$ cat src/design/rsm_pkg.sv
`timescale 1ns / 1ps
// ----------------------------------------------------------------------------
// rsm_pkg
// Shared types, constants and helpers for the reverse subsequence matcher.
// ----------------------------------------------------------------------------
package rsm_pkg;

    localparam int MAX_QUERY      = 16;
    localparam int MAX_PATH       = 4096;
    localparam int CHAR_W         = 8;
    localparam int POS_W          = 12;
    localparam int LEN_W          = 13;
    localparam int QLEN_W         = 5;
    localparam int QIDX_W         = 4;
    localparam int COUNT_W        = 16;
    localparam int CFG_IDX_W      = 2;
    localparam int CFG_DATA_W     = 64;

    // ascii upper case range and the offset to lower case
    localparam logic [CHAR_W-1:0] UPPER_A    = 8'h41;
    localparam logic [CHAR_W-1:0] UPPER_Z    = 8'h5A;
    localparam logic [CHAR_W-1:0] CASE_DELTA = 8'h20;

    // configuration register indexes
    typedef enum logic [CFG_IDX_W-1:0] {
        REG_QUERY_LOW  = 2'd0,
        REG_QUERY_HIGH = 2'd1,
        REG_QUERY_LEN  = 2'd2,
        REG_EXACT_CASE = 2'd3
    } cfg_reg_t;

    // live configuration seen by the matcher
    typedef struct packed {
        logic [2*CFG_DATA_W-1:0] query_chars;
        logic [QLEN_W-1:0]       query_length;
        logic                    exact_case;
    } cfg_t;

    // one result record
    typedef struct packed {
        logic [COUNT_W-1:0] candidate_number;
        logic               is_match;
        logic [POS_W-1:0]   span_start;
        logic [POS_W-1:0]   span_end;
        logic [LEN_W-1:0]   path_length;
        logic               empty_query;
    } result_t;

    // fold A-Z to a-z unless exact compare is selected
    function automatic logic [CHAR_W-1:0] fold_char(input logic [CHAR_W-1:0] c,
                                                    input logic exact);
        logic [CHAR_W-1:0] r;
        r = c;
        if (!exact && (c >= UPPER_A) && (c <= UPPER_Z))
        begin
            r = c + CASE_DELTA;
        end
        return r;
    endfunction

    // pick query character idx out of the packed query bytes
    function automatic logic [CHAR_W-1:0] query_byte(
        input logic [2*CFG_DATA_W-1:0] chars,
        input logic [QIDX_W-1:0]       idx);
        return chars[idx*CHAR_W +: CHAR_W];
    endfunction

endpackage

$ cat src/design/rsm_cfg_regs.sv
`timescale 1ns / 1ps
// ----------------------------------------------------------------------------
// rsm_cfg_regs
// Configuration register file: query bytes, query length and case mode.
// ----------------------------------------------------------------------------
module rsm_cfg_regs
    import rsm_pkg::*;
(
    input  logic                  clk,
    input  logic                  rst_n,
    input  logic                  cfg_valid,
    output logic                  cfg_ready,
    input  logic [CFG_IDX_W-1:0]  cfg_index,
    input  logic [CFG_DATA_W-1:0] cfg_data,
    output cfg_t                  cfg
);

    logic [CFG_DATA_W-1:0] query_low_reg;
    logic [CFG_DATA_W-1:0] query_high_reg;
    logic [QLEN_W-1:0]     query_len_reg;
    logic                  exact_case_reg;
    logic                  wr_en;

    // writes are always taken
    assign cfg_ready = 1'b1;
    assign wr_en     = cfg_valid && cfg_ready;

    // register writes
    always_ff @(posedge clk or negedge rst_n)
    begin
        if (!rst_n)
        begin
            query_low_reg  <= '0;
            query_high_reg <= '0;
            query_len_reg  <= '0;
            exact_case_reg <= 1'b0;
        end
        else if (wr_en)
        begin
            case (cfg_reg_t'(cfg_index))
                REG_QUERY_LOW:  query_low_reg  <= cfg_data;
                REG_QUERY_HIGH: query_high_reg <= cfg_data;
                REG_QUERY_LEN:  query_len_reg  <= cfg_data[QLEN_W-1:0];
                REG_EXACT_CASE: exact_case_reg <= cfg_data[0];
                default: ;
            endcase
        end
    end

    assign cfg.query_chars  = {query_high_reg, query_low_reg};
    assign cfg.query_length = query_len_reg;
    assign cfg.exact_case   = exact_case_reg;

endmodule

$ cat src/design/rsm_match.sv
`timescale 1ns / 1ps
// ----------------------------------------------------------------------------
// rsm_match
// Per-candidate match state and the single-byte greedy backward compare.
// ----------------------------------------------------------------------------
module rsm_match
    import rsm_pkg::*;
(
    input  logic              clk,
    input  logic              rst_n,
    input  logic              step,
    input  logic [CHAR_W-1:0] path_char,
    input  logic [POS_W-1:0]  char_position,
    input  cfg_t              cfg,
    output logic              close,
    output result_t           result
);

    logic                in_cand_reg,   in_cand_next;
    logic [QLEN_W-1:0]   q_left_reg,    q_left_next;
    logic                end_seen_reg,  end_seen_next;
    logic [POS_W-1:0]    end_pos_reg,   end_pos_next;
    logic [POS_W-1:0]    start_pos_reg, start_pos_next;
    logic [LEN_W-1:0]    cand_len_reg,  cand_len_next;
    logic [COUNT_W-1:0]  count_reg,     count_next;

    logic [QLEN_W-1:0]   q_len_sat;
    logic [LEN_W-1:0]    len_raw;
    logic [QLEN_W-1:0]   q_left_eff;
    logic                end_seen_eff;
    logic [POS_W-1:0]    end_pos_eff;
    logic [POS_W-1:0]    start_pos_eff;
    logic [LEN_W-1:0]    cand_len_eff;
    logic [QLEN_W-1:0]   q_left_dec;
    logic [CHAR_W-1:0]   q_char;
    logic                hit;
    logic                matched;

    assign close = (char_position == '0);

    // start-of-candidate values
    assign q_len_sat = (cfg.query_length > QLEN_W'(MAX_QUERY)) ? QLEN_W'(MAX_QUERY)
                                                               : cfg.query_length;
    assign len_raw   = {1'b0, char_position} + LEN_W'(1);

    always_comb
    begin
        if (in_cand_reg)
        begin
            q_left_eff    = q_left_reg;
            end_seen_eff  = end_seen_reg;
            end_pos_eff   = end_pos_reg;
            start_pos_eff = start_pos_reg;
            cand_len_eff  = cand_len_reg;
        end
        else
        begin
            q_left_eff    = q_len_sat;
            end_seen_eff  = 1'b0;
            end_pos_eff   = '0;
            start_pos_eff = '0;
            cand_len_eff  = (len_raw > LEN_W'(MAX_PATH)) ? LEN_W'(MAX_PATH) : len_raw;
        end
    end

    // compare this byte with the next query character from the back
    assign q_left_dec = q_left_eff - QLEN_W'(1);
    assign q_char     = query_byte(cfg.query_chars, q_left_dec[QIDX_W-1:0]);
    assign hit        = (q_left_eff != '0) &&
                        (fold_char(path_char, cfg.exact_case) ==
                         fold_char(q_char, cfg.exact_case));

    // next state
    always_comb
    begin
        q_left_next    = q_left_eff;
        end_seen_next  = end_seen_eff;
        end_pos_next   = end_pos_eff;
        start_pos_next = start_pos_eff;
        cand_len_next  = cand_len_eff;
        in_cand_next   = !close;
        count_next     = close ? count_reg + COUNT_W'(1) : count_reg;
        if (hit)
        begin
            if (!end_seen_eff)
            begin
                end_seen_next = 1'b1;
                end_pos_next  = char_position;
            end
            if (q_left_eff == QLEN_W'(1))
            begin
                start_pos_next = char_position;
            end
            q_left_next = q_left_dec;
        end
    end

    // result record for a closing byte
    assign matched                 = end_seen_next && (q_left_next == '0);
    assign result.candidate_number = count_reg;
    assign result.is_match         = matched;
    assign result.span_start       = matched ? start_pos_next : '0;
    assign result.span_end         = matched ? end_pos_next : '0;
    assign result.path_length      = cand_len_next;
    assign result.empty_query      = (cfg.query_length == '0);

    // control state
    always_ff @(posedge clk or negedge rst_n)
    begin
        if (!rst_n)
        begin
            in_cand_reg <= 1'b0;
            q_left_reg  <= '0;
            end_seen_reg <= 1'b0;
            count_reg   <= '0;
        end
        else if (step)
        begin
            in_cand_reg  <= in_cand_next;
            q_left_reg   <= q_left_next;
            end_seen_reg <= end_seen_next;
            count_reg    <= count_next;
        end
    end

    // span and length tracking
    always_ff @(posedge clk or negedge rst_n)
    begin
        if (!rst_n)
        begin
            end_pos_reg   <= '0;
            start_pos_reg <= '0;
            cand_len_reg  <= '0;
        end
        else if (step)
        begin
            end_pos_reg   <= end_pos_next;
            start_pos_reg <= start_pos_next;
            cand_len_reg  <= cand_len_next;
        end
    end

endmodule

$ cat src/design/reverse_subsequence_matcher_core.sv
`timescale 1ns / 1ps
// ----------------------------------------------------------------------------
// reverse_subsequence_matcher_core
// Streams candidate path bytes last to first and emits one match record
// per candidate.
// ----------------------------------------------------------------------------
//  channel | direction | handshake            | beat
//  in      | input     | in_valid / in_stall  | path_char, char_position
//  out     | output    | out_valid / out_stall| candidate record (6 fields)
//  cfg     | input     | cfg_valid / cfg_ready| cfg_index, cfg_data
//
//  one input beat per cycle while in_stall is low; a closing beat (position
//  zero) passes the input register, then its record the output register.
//  the rate is set by the compare stage between the input register and the
//  result register: one byte compare and one query pointer step per cycle.
//  reset clears all control state; there is no clearing pass.
//  a stalled record holds the output register; only a closing beat then waits,
//  other beats keep flowing.
// ----------------------------------------------------------------------------
module reverse_subsequence_matcher_core
    import rsm_pkg::*;
(
    input  logic                  clk,
    input  logic                  rst_n,
    input  logic                  in_valid,
    output logic                  in_stall,
    input  logic [CHAR_W-1:0]     path_char,
    input  logic [POS_W-1:0]      char_position,
    output logic                  out_valid,
    input  logic                  out_stall,
    output logic [COUNT_W-1:0]    candidate_number,
    output logic                  is_match,
    output logic [POS_W-1:0]      span_start,
    output logic [POS_W-1:0]      span_end,
    output logic [LEN_W-1:0]      path_length,
    output logic                  empty_query,
    input  logic                  cfg_valid,
    output logic                  cfg_ready,
    input  logic [CFG_IDX_W-1:0]  cfg_index,
    input  logic [CFG_DATA_W-1:0] cfg_data
);

    cfg_t              cfg;
    logic              s1_valid_reg, s1_valid_next;
    logic [CHAR_W-1:0] s1_char_reg;
    logic [POS_W-1:0]  s1_pos_reg;
    logic              out_valid_reg, out_valid_next;
    result_t           out_reg;
    result_t           result;
    logic              close;
    logic              adv;
    logic              in_take;

    rsm_cfg_regs u_cfg (
        .clk       (clk),
        .rst_n     (rst_n),
        .cfg_valid (cfg_valid),
        .cfg_ready (cfg_ready),
        .cfg_index (cfg_index),
        .cfg_data  (cfg_data),
        .cfg       (cfg)
    );

    rsm_match u_match (
        .clk           (clk),
        .rst_n         (rst_n),
        .step          (adv),
        .path_char     (s1_char_reg),
        .char_position (s1_pos_reg),
        .cfg           (cfg),
        .close         (close),
        .result        (result)
    );

    // handshake control
    assign adv      = s1_valid_reg && (!close || !out_valid_reg || !out_stall);
    assign in_stall = s1_valid_reg && !adv;
    assign in_take  = in_valid && !in_stall;

    always_comb
    begin
        s1_valid_next = s1_valid_reg;
        if (in_take)
        begin
            s1_valid_next = 1'b1;
        end
        else if (adv)
        begin
            s1_valid_next = 1'b0;
        end
        out_valid_next = out_valid_reg;
        if (adv && close)
        begin
            out_valid_next = 1'b1;
        end
        else if (!out_stall)
        begin
            out_valid_next = 1'b0;
        end
    end

    // valid flags
    always_ff @(posedge clk or negedge rst_n)
    begin
        if (!rst_n)
        begin
            s1_valid_reg  <= 1'b0;
            out_valid_reg <= 1'b0;
        end
        else
        begin
            s1_valid_reg  <= s1_valid_next;
            out_valid_reg <= out_valid_next;
        end
    end

    // input beat register
    always_ff @(posedge clk)
    begin
        if (in_take)
        begin
            s1_char_reg <= path_char;
            s1_pos_reg  <= char_position;
        end
    end

    // result register
    always_ff @(posedge clk)
    begin
        if (adv && close)
        begin
            out_reg <= result;
        end
    end

    assign out_valid        = out_valid_reg;
    assign candidate_number = out_reg.candidate_number;
    assign is_match         = out_reg.is_match;
    assign span_start       = out_reg.span_start;
    assign span_end         = out_reg.span_end;
    assign path_length      = out_reg.path_length;
    assign empty_query      = out_reg.empty_query;

    // a record appears only after a closing beat advanced
    a_rise_from_close: assert property (@(posedge clk) disable iff (!rst_n)
        $rose(out_valid_reg) |-> $past(adv && close))
        else $error("record appeared without a closing beat");

    // an empty input register never stalls the input
    a_no_idle_stall: assert property (@(posedge clk) disable iff (!rst_n)
        !s1_valid_reg |-> !in_stall)
        else $error("input stalled with empty input register");

    // a taken record with no new close leaves the output empty
    a_drain: assert property (@(posedge clk) disable iff (!rst_n)
        (out_valid_reg && !out_stall && !(adv && close)) |=> !out_valid_reg)
        else $error("record repeated after being taken");

    // a delivered record always has a nonzero length
    a_len_nonzero: assert property (@(posedge clk) disable iff (!rst_n)
        out_valid_reg |-> (out_reg.path_length != '0))
        else $error("record with zero path length");

endmodule

$ cat config.mk
export PLATFORM = sky130hd
export DESIGN_NAME = reverse_subsequence_matcher_core
export DESIGN_NICKNAME = d
export VERILOG_FILES = /design/src/design/rsm_pkg.sv /design/src/design/rsm_cfg_regs.sv /design/src/design/rsm_match.sv /design/src/design/reverse_subsequence_matcher_core.sv
export SDC_FILE = /design/constraint.sdc
export NUM_CORES = 1
export LEC_CHECK = 0
export ABC_AREA = 0
export ABC_CLOCK_PERIOD_IN_PS = 13260
export BUFFER_PORTS_ARGS = -buffer_cell sky130_fd_sc_hd__buf_4
export CAP_MARGIN = 20
export CORE_MARGIN = 1
export CORE_UTILIZATION = 63
export CTS_CLUSTER_DIAMETER = 30
export DETAILED_ROUTE_END_ITERATION = 8
export GPL_TIMING_DRIVEN = 0
export PLACE_DENSITY = 0.95
export SYNTH_ARGS = -nofsm -noshare
export SYNTH_HDL_FRONTEND = slang
export SYNTH_SLANG_ARGS = --single-unit
$ cat constraint.sdc
create_clock -name clk -period 13.26 [get_ports clk]
set_clock_uncertainty 0.05 [all_clocks]
set_input_delay 1.989 -clock clk [delete_from_list [all_inputs] [get_ports clk]]
set_output_delay 1.989 -clock clk [all_outputs]
set_load 0.02 [all_outputs]
==> metrics list <==
* GRT Residual Overflow: 0
- Vias post-DR: approximately 9,700
- Power per cell area: 156 nW/µm²
- DPL Wire Length: 23.8 mm
- The critical path is of the reg -> reg type.
- Of the total power, combinational logic draws roughly an eighth.
* Number of slew-limit violations in the final report: 0
* I/O pin total: around 150
- After synthesis, the cell types taking the most area are sky130_fd_sc_hd__dfrtp_1 38%, sky130_fd_sc_hd__edfxtp_1 17%, sky130_fd_sc_hd__mux2_2 13%.
* Arr. time, crit path: ~7100 ps
- In the global route stage, overall resource usage came out at 35.0%.
- For this run, the number of Yosys warnings is 0.
- Walking the worst path, the cells encountered are nand2b_4, o21ai_4, inv_6, buf_8, buf_6, ha_1, xor2_2, buf_6, mux4_2, mux2i_1, nor3_1, a2111o_1, mux2i_1, a2111oi_2, clkbuf_1, o211ai_1, a221oi_1.
* Remaining max-slew budget at the tightest pin: 25.1%
- Number of cells produced by synthesis: 988
* Clock network latency to the later pin of the worst-skew pair: 560 ps
* Unrepaired setup endpoints after global routing: no
- The count of final hold-check violations was 0.
- Critical path's largest stage delay: just over 1000 ps
- After clock tree synthesis, the setup repair step added 0 buffers.
- Post-synth EDFFs: 75
- Summed over its instances, the top area cell type makes up 37.9% of the synthesized netlist area.
* Top FF cell, synth: sky130_fd_sc_hd__dfrtp_1
- In this run, the number of DRC markers left after iteration 0 of detailed routing was 1,002.
* Design area: 16,000 µm²
- Counting flops with an async set or reset pin after synthesis yields a share of 72.3%.
* Core box area: 20,200 µm²
- Required time of the worst setup path: 13,500 ps
- DR vias/cell: 6.52
- The biggest area contributor in the post-synthesis netlist is sky130_fd_sc_hd__dfrtp_1.
- Buffers on Ports: 147
- CTS saw 271 sinks.
- In this run the power spent charging and discharging nets is around 0.64 mW.
* Register bit total from synthesis: 271
- Endpoint type of the worst setup path: flop
- The detail route stage leaves a number of antenna-violating nets equal to 0.
- For the pin with the worst max-slew slack, the measured transition is 1120 ps.
- Sequential cell fraction of total power: 39.9%
* Final Critical Period: 6860 ps
- CTS root buffer: sky130_fd_sc_hd__clkbuf_16
- The number of hold buffers added after CTS was 0.
- The post-route netlist has 36.4% of its cells at a drive strength greater than 1.
- VDD IR-drop max: between 0.1 and 0.15 mV
* Count of unique library cells instantiated by Yosys: 63
- Achievable Freq: around 0.15 GHz
* Net count after synthesis: 1,086
* Die height: 145 µm
- Number of nets at the end of the flow: 1,284
- The number of antenna violations at the first check in global routing came to 0.
* Wire length of the first global-routing pass: 56.4 mm
* Number of max-cap violations: 0
- Once the floorplan was initialized, standard cells occupied 64.1% of the core.
- Once placement finished, the instance area stood at 14,400 µm².
- Summing the sequential cell areas from Yosys gives 55.3% of the chip area.
* Crit-path slowest cell: sky130_fd_sc_hd__a2111oi_2
* Routability congestion estimate from global placement: 0.960
- Of the available clock period, the critical path in the final layout requires 51.8%.
- Die X-Extent: 145 µm
- Clock-pin slew of the registers on the worst-case setup and hold paths: 50 ps
- Critical path buffers and inverters: 5
* Detail-routed net length per standard cell: 24.2 µm
- Hold crit path type: reg -> reg
- Entering global routing, the biggest net connects 117 pins.
- Highest fanout seen on the critical path: 10
- CP delay by family, top: compound AO/OA/AOI/OAI gates
* Sw frac: 25.7%
* Total leakage power: 6.88 nW
* Detailed Route WL: between 30 and 40 mm
* Die outline area: ~21,000 µm²
* Gates resized, CTS repair: 0
- In this run, CTS created clock tree buffers numbering 47.
- Startpoint Class: flop
- The clock network is responsible for 48.1% of the overall power.
- Number of global-route vias before repair: about 10,000
* Clock Tree Buf Depth: 3
- After detailed routing, the number of remaining DRC violations is 0.
* Final setup violation count: 0
* Antenna diodes: 0
- The H-tree was split into 2 levels.
- After synthesis, the mean cell area works out to 13.1 µm².
- The pre-antenna-repair detailed-routing pass consisted of 5 iterations.
- Total Neg Setup Slack: 0 ps
* Syn-to-layout area delta: 24.0%
* Filler Cells Inserted: about 1,100
- Cell internal pwr: roughly 1.9 mW
- TritonCTS built the clock tree.
- Run status: complete, no violations
- # rows: 52
* Cell area after technology mapping: 12,900 µm²
[placed cells by master (no fill, tap or decap), types with 8 or more instances in the layout]
cell	n
sky130_fd_sc_hd__dfrtp_1	196
sky130_fd_sc_hd__buf_4	149
sky130_fd_sc_hd__mux2_2	145
sky130_fd_sc_hd__nand2_1	79
sky130_fd_sc_hd__edfxtp_1	75
sky130_fd_sc_hd__clkbuf_1	62
sky130_fd_sc_hd__nand4_1	58
sky130_fd_sc_hd__mux2i_1	56
sky130_fd_sc_hd__clkbuf_16	48
sky130_fd_sc_hd__nand3_1	32
sky130_fd_sc_hd__o211ai_1	28
sky130_fd_sc_hd__nor2_1	27
sky130_fd_sc_hd__mux4_2	20
sky130_fd_sc_hd__xnor2_1	20
sky130_fd_sc_hd__a221oi_2	19
sky130_fd_sc_hd__o21ai_0	18
sky130_fd_sc_hd__xor2_1	14
sky130_fd_sc_hd__inv_1	13
sky130_fd_sc_hd__and2_1	11
sky130_fd_sc_hd__nor3_1	9
sky130_fd_sc_hd__buf_6	8
sky130_fd_sc_hd__and3_1	8
sky130_fd_sc_hd__o31ai_1	8
[cells in the mapped netlist, types with 18 or more instances]
cell and n:
sky130_fd_sc_hd__dfrtp_1 196, sky130_fd_sc_hd__mux2_2 145, sky130_fd_sc_hd__nand2_1 79, sky130_fd_sc_hd__edfxtp_1 75
sky130_fd_sc_hd__nand4_1 58, sky130_fd_sc_hd__mux2i_1 56, sky130_fd_sc_hd__clkbuf_1 54, sky130_fd_sc_hd__nand3_1 32
sky130_fd_sc_hd__nor2_1 28, sky130_fd_sc_hd__o211ai_1 28, sky130_fd_sc_hd__mux4_2 20, sky130_fd_sc_hd__xnor2_1 20
sky130_fd_sc_hd__a221oi_2 19, sky130_fd_sc_hd__o21ai_0 18
[power groups by stage]
| stage | Clock [mW] | Sequential, mW | Combinational, mW |
|---|---|---|---|
| 2_1_floorplan | 0 | 0.986 | 0.190 |
| 3_3_place_gp | 0 | 1.00 | 0.273 |
| 3_5_place_dp | 0 | 1.01 | 0.288 |
| 4_1_cts | 1.21 | 0.998 | 0.296 |
| 5_1_grt | 1.25 | 1.01 | 0.317 |
| 6_report | 1.21 | 1.00 | 0.301 |
[routing by layer]
| metal | GRT usage [%] | up-vias | part of all wire, % |
|---|---|---|---|
| li1 | - | 4118 | - |
| met5 | 0 | - | 0 |
| met3 | 7.17 | 177 | 8.0 |
| met2 | 59.7 | 599 | 51 |
| met1 | 40.0 | 4843 | 35 |
| met4 | 23.5 | 0 | 6.4 |
[stage by stage]
stage | util (%) | hold slack (ps) | setup slack (ps) | total power [mW] | std cells
after floorplan | - | 375 | 7840 | 1.18 | 988
after CTS | 79.5 | 421 | 6600 | 2.50 | 1494
after global routing | 79.5 | 439 | 6260 | 2.57 | 1494
after global placement | 71.3 | 393 | 6670 | 1.27 | 1405
final | 79.5 | 422 | 6400 | 2.51 | 1494
after detailed placement | 71.6 | 393 | 6700 | 1.30 | 1407
[final cells by class]
cell class	instances	area [µm²]	area share, %
Clock inverter	25	282	1.76
Buffer	75	373	2.32
Inverter	14	57.6	0.359
Multi-Input combinational cell	628	5350	33.4
Tap cell	270	338	2.11
Sequential cell	271	7160	44.6
Clock buffer	62	1310	8.19
Timing Repair Buffer	149	1170	7.27
[cells by family (layout without fill, tap and decap cells)]
family | Yosys count | in the layout | share of synthesized area, %
buffers and inverters | 89 | 325 | 3.33
other | 1 | 1 | 0.0290
AOI/OAI and AO/OA | 108 | 108 | 7.44
muxes | 221 | 221 | 20.4
adders and majority gates | 7 | 7 | 0.677
and+or+nand+nor | 256 | 256 | 10.3
DFF | 271 | 271 | 55.3
xor gates and xnor gates | 35 | 35 | 2.43
[path summary, 6_finish.rpt]
kind,slack (ps),start,depth (start not counted),to
max in group asynchronous,10760,rst_n,2,u_cfg.query_low_reg[16]$_DFFE_PN0P_
setup / recovery,6400,u_cfg.query_len_reg[4]$_DFFE_PN0P_,17,span_end[0]$_SDFFCE_PN0P_
setup reg to reg,6400,u_cfg.query_len_reg[4]$_DFFE_PN0P_,17,span_end[0]$_SDFFCE_PN0P_
hold reg to reg,420,u_match.count_reg[15]$_DFFE_PN0P_,1,u_match.count_reg[15]$_DFFE_PN0P_
hold / removal,420,u_match.count_reg[15]$_DFFE_PN0P_,1,u_match.count_reg[15]$_DFFE_PN0P_
min in group asynchronous,1480,rst_n,1,u_match.start_pos_reg[6]$_DFFE_PN0P_
Note: power is estimated with default switching activity, not from simulation.
